`config.mk`:
```
export PLATFORM = sky130hd
export DESIGN_NAME = rlp_transaction_field_parser_top
export DESIGN_NICKNAME = d
export VERILOG_FILES = /design/src/design/rlptfp_pkg.sv /design/src/design/rlp_transaction_field_parser_top.sv /design/src/design/rlptfp_fsm.sv
export SDC_FILE = /design/constraint.sdc
export NUM_CORES = 1
export LEC_CHECK = 0
export ABC_AREA = 0
export BUFFER_PORTS_ARGS = -buffer_cell sky130_fd_sc_hd__buf_2
export CAP_MARGIN = 20
export CORE_MARGIN = 2
export CORE_UTILIZATION = 40
export DETAILED_ROUTE_END_ITERATION = 12
export SLEW_MARGIN = 20
export SYNTH_ARGS = -nofsm -noshare
export SYNTH_HDL_FRONTEND = slang
export SYNTH_SLANG_ARGS = --single-unit
```
`constraint.sdc`:
```
create_clock -name clk_i -period 8.47 [get_ports clk_i]
set_clock_uncertainty 0.15 [all_clocks]
set_input_delay 0.847 -clock clk_i [delete_from_list [all_inputs] [get_ports clk_i]]
set_output_delay 0.847 -clock clk_i [all_outputs]
set_load 0.02 [all_outputs]
```
`src/design/rlptfp_pkg.sv`:
```
// shared types, codes and constants of the rlp transaction field parser
// no dependencies; used by rlptfp_fsm and rlp_transaction_field_parser_top
package rlptfp_pkg;

  // default width of the length counters
  localparam int unsigned LenBitsDefault = 32;

  // header byte boundaries
  localparam logic [7:0] ListHdrShortMax = 8'hf7;  // 0xf7 and below are not long lists
  localparam logic [7:0] StrShortBase    = 8'h80;
  localparam logic [7:0] StrShortMax     = 8'hb7;  // 0x80 + 0x37
  localparam logic [7:0] StrLongMax      = 8'hbf;
  localparam logic [7:0] AddrHdr         = 8'h94;
  localparam int unsigned AddrBytes      = 20;

  // field counts per layout
  localparam logic [4:0] BlockFields     = 5'd9;
  localparam logic [4:0] ValidatorFields = 5'd5;

  typedef enum logic {
    LAYOUT_BLOCK     = 1'b0,
    LAYOUT_VALIDATOR = 1'b1
  } layout_e;

  typedef enum logic [1:0] {
    FK_INT  = 2'd0,
    FK_ADDR = 2'd1,
    FK_DATA = 2'd2
  } fkind_e;

  typedef enum logic [2:0] {
    KIND_LIST_HDR  = 3'd0,
    KIND_LIST_LEN  = 3'd1,
    KIND_FIELD_HDR = 3'd2,
    KIND_IMMEDIATE = 3'd3,
    KIND_DATA_LEN  = 3'd4,
    KIND_PAYLOAD   = 3'd5,
    KIND_IGNORED   = 3'd6
  } kind_e;

  typedef enum logic [2:0] {
    ERR_NONE      = 3'd0,
    ERR_NOT_LIST  = 3'd1,
    ERR_BAD_HDR   = 3'd2,
    ERR_BAD_ADDR  = 3'd3,
    ERR_OVERRUN   = 3'd4,
    ERR_TRUNCATED = 3'd5,
    ERR_TRAILING  = 3'd6
  } err_e;

  // one tagged byte
  typedef struct packed {
    logic [3:0] field_index;
    kind_e      kind;
    logic [7:0] data;
    logic       field_last;
    err_e       error;
    logic       frame_done;
  } result_t;

  // field format at a given position of a layout
  function automatic fkind_e field_kind(input layout_e layout, input logic [3:0] pos);
    fkind_e fk;
    fk = FK_INT;
    case (layout)
      LAYOUT_BLOCK: begin
        if (pos == 4'd3) begin
          fk = FK_ADDR;
        end else if (pos == 4'd5) begin
          fk = FK_DATA;
        end
      end
      LAYOUT_VALIDATOR: begin
        if (pos == 4'd0) begin
          fk = FK_DATA;
        end
      end
      default: fk = FK_INT;
    endcase
    return fk;
  endfunction

  function automatic logic [4:0] field_count(input layout_e layout);
    return (layout == LAYOUT_VALIDATOR) ? ValidatorFields : BlockFields;
  endfunction

endpackage

```
`src/design/rlp_transaction_field_parser_top.sv`:
```
// top level of the rlp transaction field parser: handshakes, input stage, layout register
// depends on rlptfp_pkg and rlptfp_fsm
//
//   channel | direction | handshake              | payload
//   --------+-----------+------------------------+------------------------------------------
//   in      | input     | in_valid_i / in_stall_o | in_byte_i, frame_end_i
//   out     | output    | out_valid_o / out_stall_i | field_index_o, byte_kind_o, payload_byte_o,
//           |           |                        | field_last_o, error_code_o, frame_done_o
//   cfg     | input     | layout_we_i            | layout_wdata_i
//
// one request in and one request out per cycle, sustained while out_stall_i is low; each byte
// passes the input register, then the parser decode into the result register
// the per-byte decode and counter update in rlptfp_fsm is the one step per byte
// rst_ni clears the parser state, the layout register and both valid flags
// the input stage keeps taking requests while the result register drains; a stalled
// output backs up into in_stall_o only when both stages are full
module rlp_transaction_field_parser_top #(
  parameter int unsigned LENGTH_BITS = rlptfp_pkg::LenBitsDefault
) (
  input  logic       clk_i,
  input  logic       rst_ni,
  // input byte channel
  input  logic       in_valid_i,
  output logic       in_stall_o,
  input  logic [7:0] in_byte_i,
  input  logic       frame_end_i,
  // layout register write
  input  logic       layout_we_i,
  input  logic       layout_wdata_i,
  // tagged byte channel
  output logic       out_valid_o,
  input  logic       out_stall_i,
  output logic [3:0] field_index_o,
  output logic [2:0] byte_kind_o,
  output logic [7:0] payload_byte_o,
  output logic       field_last_o,
  output logic [2:0] error_code_o,
  output logic       frame_done_o
);

  rlptfp_pkg::layout_e  layout_q;
  logic                 in_valid_q;
  logic [7:0]           in_byte_q;
  logic                 frame_end_q;
  logic                 out_valid_q;
  logic                 step;
  logic                 in_take;
  rlptfp_pkg::result_t  result;

  // input stage moves into the result register when that register is free or draining
  assign step       = in_valid_q && (!out_valid_q || !out_stall_i);
  assign in_stall_o = in_valid_q && !step;
  assign in_take    = in_valid_i && !in_stall_o;

  always_ff @(posedge clk_i or negedge rst_ni) begin
    if (!rst_ni) begin
      layout_q    <= rlptfp_pkg::LAYOUT_BLOCK;
      in_valid_q  <= 1'b0;
      out_valid_q <= 1'b0;
    end else begin
      if (layout_we_i) begin
        layout_q <= rlptfp_pkg::layout_e'(layout_wdata_i);
      end
      if (in_take) begin
        in_valid_q <= 1'b1;
      end else if (step) begin
        in_valid_q <= 1'b0;
      end
      if (step) begin
        out_valid_q <= 1'b1;
      end else if (!out_stall_i) begin
        out_valid_q <= 1'b0;
      end
    end
  end

  // input payload register, no reset needed
  always_ff @(posedge clk_i) begin
    if (in_take) begin
      in_byte_q   <= in_byte_i;
      frame_end_q <= frame_end_i;
    end
  end

  // header decode, counters and result register
  rlptfp_fsm #(
    .LENGTH_BITS (LENGTH_BITS)
  ) u_fsm (
    .clk_i       (clk_i),
    .rst_ni      (rst_ni),
    .step_i      (step),
    .in_byte_i   (in_byte_q),
    .frame_end_i (frame_end_q),
    .layout_i    (layout_q),
    .result_o    (result)
  );

  assign out_valid_o    = out_valid_q;
  assign field_index_o  = result.field_index;
  assign byte_kind_o    = result.kind;
  assign payload_byte_o = result.data;
  assign field_last_o   = result.field_last;
  assign error_code_o   = result.error;
  assign frame_done_o   = result.frame_done;

endmodule

```
`src/design/rlptfp_fsm.sv`:
```
// parser state machine: per-byte header decode, counters and result register
// depends on rlptfp_pkg
module rlptfp_fsm #(
  parameter int unsigned LENGTH_BITS = rlptfp_pkg::LenBitsDefault
) (
  input  logic                 clk_i,
  input  logic                 rst_ni,
  input  logic                 step_i,
  input  logic [7:0]           in_byte_i,
  input  logic                 frame_end_i,
  input  rlptfp_pkg::layout_e  layout_i,
  output rlptfp_pkg::result_t  result_o
);

  typedef enum logic [2:0] {
    PH_LIST_HDR  = 3'd0,
    PH_LIST_LEN  = 3'd1,
    PH_FIELD_HDR = 3'd2,
    PH_DATA_LEN  = 3'd3,
    PH_PAYLOAD   = 3'd4,
    PH_DONE      = 3'd5
  } phase_e;

  typedef logic [LENGTH_BITS-1:0] len_t;

  // big-endian length build-up, saturating
  function automatic len_t len_push(input len_t acc, input logic [7:0] b);
    len_t r;
    if (|acc[LENGTH_BITS-1 -: 8]) begin
      r = '1;
    end else begin
      r = {acc[LENGTH_BITS-9:0], b};
    end
    return r;
  endfunction

  phase_e               phase_q, phase_d;
  logic [3:0]           pos_q, pos_d;
  len_t                 remain_q, remain_d;
  logic [3:0]           lenleft_q, lenleft_d;
  len_t                 decl_q, decl_d;
  len_t                 seen_q, seen_d;
  rlptfp_pkg::err_e     err_q, err_d;
  rlptfp_pkg::result_t  result_q, result_d;

  rlptfp_pkg::kind_e    kind;
  rlptfp_pkg::fkind_e   fk;
  logic                 finish;

  always_comb begin
    phase_d   = phase_q;
    pos_d     = pos_q;
    remain_d  = remain_q;
    lenleft_d = lenleft_q;
    decl_d    = decl_q;
    seen_d    = seen_q;
    err_d     = err_q;
    kind      = rlptfp_pkg::KIND_IGNORED;
    finish    = 1'b0;
    fk        = rlptfp_pkg::field_kind(layout_i, pos_q);

    if (err_q == rlptfp_pkg::ERR_NONE) begin
      unique case (phase_q)
        PH_LIST_HDR: begin
          kind = rlptfp_pkg::KIND_LIST_HDR;
          if (in_byte_i <= rlptfp_pkg::ListHdrShortMax) begin
            err_d = rlptfp_pkg::ERR_NOT_LIST;
          end else begin
            lenleft_d = in_byte_i[3:0] - 4'd7;
            decl_d    = '0;
            phase_d   = PH_LIST_LEN;
          end
        end
        PH_LIST_LEN: begin
          kind      = rlptfp_pkg::KIND_LIST_LEN;
          decl_d    = len_push(decl_q, in_byte_i);
          lenleft_d = lenleft_q - 4'd1;
          if (lenleft_d == 4'd0) begin
            pos_d   = '0;
            seen_d  = '0;
            phase_d = PH_FIELD_HDR;
          end
        end
        PH_DONE: begin
          err_d = rlptfp_pkg::ERR_TRAILING;
        end
        default: begin
          if (seen_q >= decl_q) begin
            err_d = rlptfp_pkg::ERR_OVERRUN;
          end else begin
            seen_d = seen_q + len_t'(1);
            if (phase_q == PH_PAYLOAD) begin
              kind     = rlptfp_pkg::KIND_PAYLOAD;
              remain_d = remain_q - len_t'(1);
              finish   = (remain_d == '0);
            end else if (phase_q == PH_DATA_LEN) begin
              kind      = rlptfp_pkg::KIND_DATA_LEN;
              remain_d  = len_push(remain_q, in_byte_i);
              lenleft_d = lenleft_q - 4'd1;
              if (lenleft_d == 4'd0) begin
                if (remain_d == '0) begin
                  finish = 1'b1;
                end else begin
                  phase_d = PH_PAYLOAD;
                end
              end
            end else begin
              kind = rlptfp_pkg::KIND_FIELD_HDR;
              if (fk == rlptfp_pkg::FK_ADDR) begin
                if (in_byte_i != rlptfp_pkg::AddrHdr) begin
                  err_d = rlptfp_pkg::ERR_BAD_ADDR;
                end else begin
                  remain_d = len_t'(rlptfp_pkg::AddrBytes);
                  phase_d  = PH_PAYLOAD;
                end
              end else if (in_byte_i < rlptfp_pkg::StrShortBase) begin
                kind   = rlptfp_pkg::KIND_IMMEDIATE;
                finish = 1'b1;
              end else if (in_byte_i <= rlptfp_pkg::StrShortMax) begin
                // short string, 0xb7 counts as short
                remain_d = len_t'(in_byte_i[6:0]);
                if (in_byte_i == rlptfp_pkg::StrShortBase) begin
                  finish = 1'b1;
                end else begin
                  phase_d = PH_PAYLOAD;
                end
              end else if (fk == rlptfp_pkg::FK_DATA && in_byte_i <= rlptfp_pkg::StrLongMax) begin
                lenleft_d = in_byte_i[3:0] - 4'd7;
                remain_d  = '0;
                phase_d   = PH_DATA_LEN;
              end else begin
                err_d = rlptfp_pkg::ERR_BAD_HDR;
              end
            end
          end
        end
      endcase
    end

    // field complete: next field or schema done
    if (finish) begin
      if (({1'b0, pos_q} + 5'd1) >= rlptfp_pkg::field_count(layout_i)) begin
        phase_d = PH_DONE;
      end else begin
        pos_d   = pos_q + 4'd1;
        phase_d = PH_FIELD_HDR;
      end
    end

    if (frame_end_i && err_d == rlptfp_pkg::ERR_NONE &&
        !(phase_d == PH_DONE && seen_d == decl_d)) begin
      err_d = rlptfp_pkg::ERR_TRUNCATED;
    end

    result_d.field_index = (phase_d == PH_LIST_HDR || phase_d == PH_LIST_LEN) ? 4'd0 : pos_d;
    result_d.kind        = kind;
    result_d.data        = in_byte_i;
    result_d.field_last  = finish;
    result_d.error       = err_d;
    result_d.frame_done  = frame_end_i;
  end

  always_ff @(posedge clk_i or negedge rst_ni) begin
    if (!rst_ni) begin
      phase_q   <= PH_LIST_HDR;
      pos_q     <= '0;
      remain_q  <= '0;
      lenleft_q <= '0;
      decl_q    <= '0;
      seen_q    <= '0;
      err_q     <= rlptfp_pkg::ERR_NONE;
      result_q  <= '0;
    end else if (step_i) begin
      result_q <= result_d;
      if (frame_end_i) begin
        phase_q   <= PH_LIST_HDR;
        pos_q     <= '0;
        remain_q  <= '0;
        lenleft_q <= '0;
        decl_q    <= '0;
        seen_q    <= '0;
        err_q     <= rlptfp_pkg::ERR_NONE;
      end else begin
        phase_q   <= phase_d;
        pos_q     <= pos_d;
        remain_q  <= remain_d;
        lenleft_q <= lenleft_d;
        decl_q    <= decl_d;
        seen_q    <= seen_d;
        err_q     <= err_d;
      end
    end
  end

  assign result_o = result_q;

endmodule
```
Word-level counts from Yosys, hierarchy flattened
Index checks and enable logic that the tools add are counted.
- add/sub/neg operators: 6
- multiply operators: 0
- div/mod/pow operators: 0
- order comparisons: 6
- equality and inequality tests: 25
- shift-type cells: 0
- muxes and demuxes: 103
- bitwise operators: 1
- reduce and logical (&&, ||, !) cells: 32
- operators by type and width (operator ; number):
    32-bit 2-to-1 mux ; 25
    32-bit case mux with 2 select lines ; 2
    3-bit 2-to-1 mux ; 34
    4-bit 2-to-1 mux ; 18
    32-bit logical NOT ; 2
    32-bit by 1-bit adder with 32-bit output, second input constant ; 1
    32-bit equality test ; 1
    32-bit >= comparator ; 1
    32-bit by 1-bit subtractor with 32-bit output, second input constant ; 1
    3-bit case mux with 3 select lines ; 3
    8-bit <= comparator, second input constant ; 3
    1-bit 2-to-1 mux ; 16
    8-bit OR reduction ; 2
    5-bit by 4-bit != test with 1-bit output, second input constant ; 3
    3-bit logical NOT ; 4
    4-bit case mux with 3 select lines ; 1
    10-bit AND reduction ; 1
    3-bit equality test, second input constant ; 3
    8-bit equality test, second input constant ; 1
    4-bit logical NOT ; 2
    8-bit < comparator, second input constant ; 1
    4-bit != test, second input constant ; 2
    8-bit != test, second input constant ; 1
    1-bit logical AND ; 7
    other kinds (27) ; 38
- flip-flop bits (word level): 142
- latch bits: 0
- memory bits (writable): 0
- memory bits (read-only): 0
- input bits: 15
- word-level logic and storage cells: 191
- memories kept: 0

Depth between registers and ports, before layout
- word-level depth: 22
- depth in mapped cells: 16
- mapped depth without buffers: 13

Cells and area by module
A second synthesis with hierarchy kept.
- cells, all modules: 1416
- area, all modules: 11173.2 sq um
- by module, submodules not included (module ; instances ; cells each ; area each (sq um) ; seq. area each (sq um)):
    rlptfp_fsm ; 1 ; 1397 ; 10774.1 ; 3253.1
    rlp_transaction_field_parser_top ; 1 ; 19 ; 399.1 ; 345.3

Worst setup path before layout
OpenSTA, ideal clock, no wires.
- kind: reg2reg
- from: register u_fsm.remain_q[0]
- to: register u_fsm.result_q, in the netlist u_fsm.result_o[3]
- arrival: 3.801 ns
- setup slack: 4.387 ns
- cell stages (with the launch flop): 15
- period minus slack after synthesis: 4.083 ns
- cells stage by stage: dfrtp_1 -> inv_1 -> ha_1 -> or4b_4 -> or4_1 -> buf_2 -> or4_1 -> xor2_1 -> nand4_1 -> o22ai_2 -> nor3b_2 -> o2111ai_1 -> or4_4 -> nor3_2 -> a211oi_1
- word-level cells in the longest chain between the ends: 20
- elaborated cells between the ends (all ways): 29
- RTL lines (element ; line ; source):
    from (decl) ; rlptfp_fsm.sv:39 ; len_t remain_q, remain_d;
    from (signal assigned) ; rlptfp_fsm.sv:186 ; remain_q <= remain_d;
    32-bit 2-to-1 mux ; rlptfp_fsm.sv:29 ; if (|acc[LENGTH_BITS-1 -: 8]) begin
    32-bit 2-to-1 mux ; rlptfp_fsm.sv:96 ; end else if (phase_q == PH_DATA_LEN) begin
    32-bit 2-to-1 mux ; rlptfp_fsm.sv:92 ; if (phase_q == PH_PAYLOAD) begin
    32-bit 2-to-1 mux ; rlptfp_fsm.sv:88 ; if (seen_q >= decl_q) begin
    32-bit 2-to-1 mux ; rlptfp_fsm.sv:63 ; unique case (phase_q)
    32-bit 2-to-1 mux ; rlptfp_fsm.sv:62 ; if (err_q == rlptfp_pkg::ERR_NONE) begin
    32-bit logical NOT ; rlptfp_fsm.sv:101 ; if (remain_d == '0) begin
    3-bit 2-to-1 mux / 1-bit 2-to-1 mux (equally long branches) ; rlptfp_fsm.sv:101 ;
    [4 not listed] ; n/a ;
    3-bit case mux with 3 select lines / 1-bit 2-to-1 mux (equally long branches) ; rlptfp_fsm.sv:63 ;
    3-bit 2-to-1 mux / 1-bit 2-to-1 mux (equally long branches) ; rlptfp_fsm.sv:62 ;
    3-bit 2-to-1 mux * ; rlptfp_fsm.sv:141 ; if (finish) begin
    3-bit equality test * ; rlptfp_fsm.sv:151 ; !(phase_d == PH_DONE && seen_d == decl_d)) begin
    1-bit logical AND * ; rlptfp_fsm.sv:151 ;
    1-bit logical NOT * ; rlptfp_fsm.sv:151 ;
    1-bit logical AND * ; rlptfp_fsm.sv:150 ; if (frame_end_i && err_d == rlptfp_pkg::ERR_NONE &&
    3-bit 2-to-1 mux * ; rlptfp_fsm.sv:150 ;
    to (signal assigned) ; rlptfp_fsm.sv:174 ; result_q <= result_d;
    to (decl) ; rlptfp_fsm.sv:44 ; rlptfp_pkg::result_t result_q, result_d;
Every way passes the cells marked *; elsewhere a longest branch is shown, timed or not. The select of a mux whose other input is x is not followed.
A chain may end at the register's enable or synchronous reset.

Worst setup path after layout
Same ends and word-level chain as after synthesis.

==> flow_summary.ini <==
[placement]
place_hpwl_um = 27600
place_congestion = 0.926
port_buffers = 36

[clock_network]
cts-buffers-inserted = 17
clk_pin_slew_ns = 0.08
ctsHoldBuffers = 0
post_cts_buffers = 0
post_cts_resized = 0
insertion_delay_ns = 0.44
cts_htree_levels = 4
cts_tree = yes
cts.sinks = 142
cts-root-buf = clkbuf_16
clockBufferDepth = 2

[pwr]
ir_drop_uv = 199
power_density_mw_per_mm2 = 268
power_leakage_nw = 4.83

[logic_synthesis]
ys_seq_area_frac = 0.327
synth-edff-count = 9
syn_nets = 1475
ys_types = 83
yosys_warnings = 0
ys.flop_type = dfrtp_1
synth_area_mm2 = 0.0110
async_reset_ff_frac = 0.937
synth_cells = 1416
avgSynthCellArea_um2 = 7.76
synth-seq-cells = 142

[finish]
final_common_cell = o21ai_0
fill_cells = 2647
antenna_cells = 0
syn2layout_area_growth_pct = 9.02
drive_gt1_frac = 0.0845
final_cell_mix = 195 x o21ai_0, 167 x nand2_1, 133 x dfrtp_1, 111 x nor2_1, 73 x a21oi_1
nets = 1455
seq_area_mm2 = 0.00360
multi_input_area_mm2 = 0.00678

[floorplan]
start_util = 0.408
die_w_um = 170
fp.dieH_um = 170
ios = 37
row_count = 60
core_region_area_mm2 = 0.0270
fp.dieArea_mm2 = 0.0288

[grt]
grt_antenna_before_repair = 1
grt_pass1_wl_um = 63100
track_usage = 0.283
grt_pass1_vias = 10800
grt_overflow = 0
grt_max_degree = 74

[timing]
slew_violations = 0
post-route-min-period_ns = 5.16
fmax_mhz = 194
fin_tns_setup_ns = 0
rsz0062_at_grt = no
setup_viol = 0
worst_slew_pin_slew_ns = 1.11
relSlewSlack = 0.258
hold_ws_ns = 0.233
min_period_over_period = 0.609
hold_viol_final = 0

[setup_path]
timing.critical_path.buf_inv = 1
critPathLaunchType = register
crit_arrival_ns = 5.29
cp.required_ns = 8.60
crit_path_top_delay_cell = or4_1
crit_type = register to register
reg2reg_slack_ns = 3.31
worst_path_most_repeated_cell = or4_1
critPathMaxStageDelay_ns = 0.75
crit_path_cell_trace = inv_1 > ha_1 > or4b_4 > or4_1 > or4_1 > xor2_1 > nand4_1 > o22ai_2 > nor3b_2 > o2111ai_1 > or4_4 > nor3_2 > a211oi_1
cp_max_fo = 11
crit_family = simple AND/OR/NAND/NOR gates
critPathCaptureType = register

[detailed_routing]
via_per_inst = 6.54
vias = 11400
wl_um = 40200
wl_per_cell_um = 23.0
drt_first_pass_iters = 5
ant_nets = 0
drc = 0
drtIter0Drc = 1383

[job]
maxCapViolations = 0

[run_status]
status = finished, final reports clean

[hold_path]
hold_path.class = primary input to asynchronous set/reset pin
stage by stage:
step           utilization  setup WS (ns)  instance area, µm²  std cells  power, W
2_1_floorplan            -           4.39               11000       1416   0.00188
3_3_place_gp         0.423           3.37               11400       1718   0.00238
3_5_place_dp         0.423           3.42               11400       1718   0.00239
4_1_cts              0.444           3.37               12000       1749   0.00317
5_1_grt              0.445           3.14               12000       1749   0.00339
6_report             0.445           3.31               12000       1749   0.00321
power breakdown:
part / total [W] / switching [W] / leakage (nW) / internal (W)
logic: 0.00152 / 0.00106 / 2.68 / 0.000457
clock network: 0.000769 / 0.000343 / 0.279 / 0.000426
registers: 0.000921 / 0.000133 / 1.88 / 0.000788
total: 0.00321 / 0.00154 / 4.83 / 0.00167
sequential cells by signal, indices dropped and copies added (netlist names), 3 cells and up:
register and flops:
u_fsm.lenleft_q 4, u_fsm.seen_q 32, u_fsm.err_q 3, u_fsm.remain_q 32, u_fsm.decl_q 32, u_fsm.result_o 20
u_fsm.phase_q 3, u_fsm.pos_q 4, in_byte_q 8
layer usage:
metal  track usage  wire length [µm]  vias to the layer above
met4         0.112              1470                        4
met1         0.402             17600                     5472
met2         0.420             17200                      636
met3        0.0571              3880                      100
met5        0.0139                68                        -
li1              -                 -                     5226
synth_stat cells (all sizes together) (12+ instances only):
library cell / n / area [µm²]
o22ai: 17 / 113
nand2: 168 / 631
buf: 13 / 76.3
o21a: 15 / 113
clkbuf: 87 / 328
nand3: 36 / 180
dfrtp: 133 / 3330
o31ai: 25 / 188
inv: 58 / 218
xnor2: 23 / 201
or4: 21 / 169
xor2: 19 / 166
ha: 44 / 551
a21oi: 73 / 365
and2: 12 / 75.1
and3: 15 / 93.8
o21ai: 198 / 995
a31oi: 22 / 138
nor3: 39 / 200
a22o: 18 / 158
nor2: 112 / 420
nor4: 32 / 200
or3: 18 / 113
nand4: 28 / 175
path summary, 6_finish.rpt:
path / to / cells after the start / start
setup reg to reg: u_fsm.result_o[3] / 13 / u_fsm.remain_q[0]
min in group clk_i: u_fsm.result_o[12] / 2 / u_fsm.result_o[12]
hold / removal: u_fsm.remain_q[18] / 1 / rst_ni
hold reg to reg: u_fsm.result_o[12] / 2 / u_fsm.result_o[12]
setup / recovery: u_fsm.result_o[3] / 13 / u_fsm.remain_q[0]
max in group asynchronous: u_fsm.result_o[1] / 2 / rst_ni
layout make-up:
class,instances,area share
Multi-Input combinational cell,1115,0.566
Inverter,59,0.0185
Clock inverter,13,0.0104
Timing Repair Buffer,61,0.0315
Clock buffer,18,0.0376
Sequential cell,142,0.300
Tap cell,341,0.0356
logic make-up (layout without fill, tap and decap cells):
family                   after synthesis  in the layout  share of synthesized area
AO/OA/AOI/OAI                        483            483                      0.278
XOR/XNOR                              43             43                     0.0355
adder cells (fa/ha/maj)               44             44                     0.0501
buffers and inverters                159            151                     0.0569
flip-flops                           142            142                      0.327
multiplexers                           7              7                    0.00649
AND/OR/NAND/NOR                      538            538                      0.245
(Power assumes the default switching activity.)
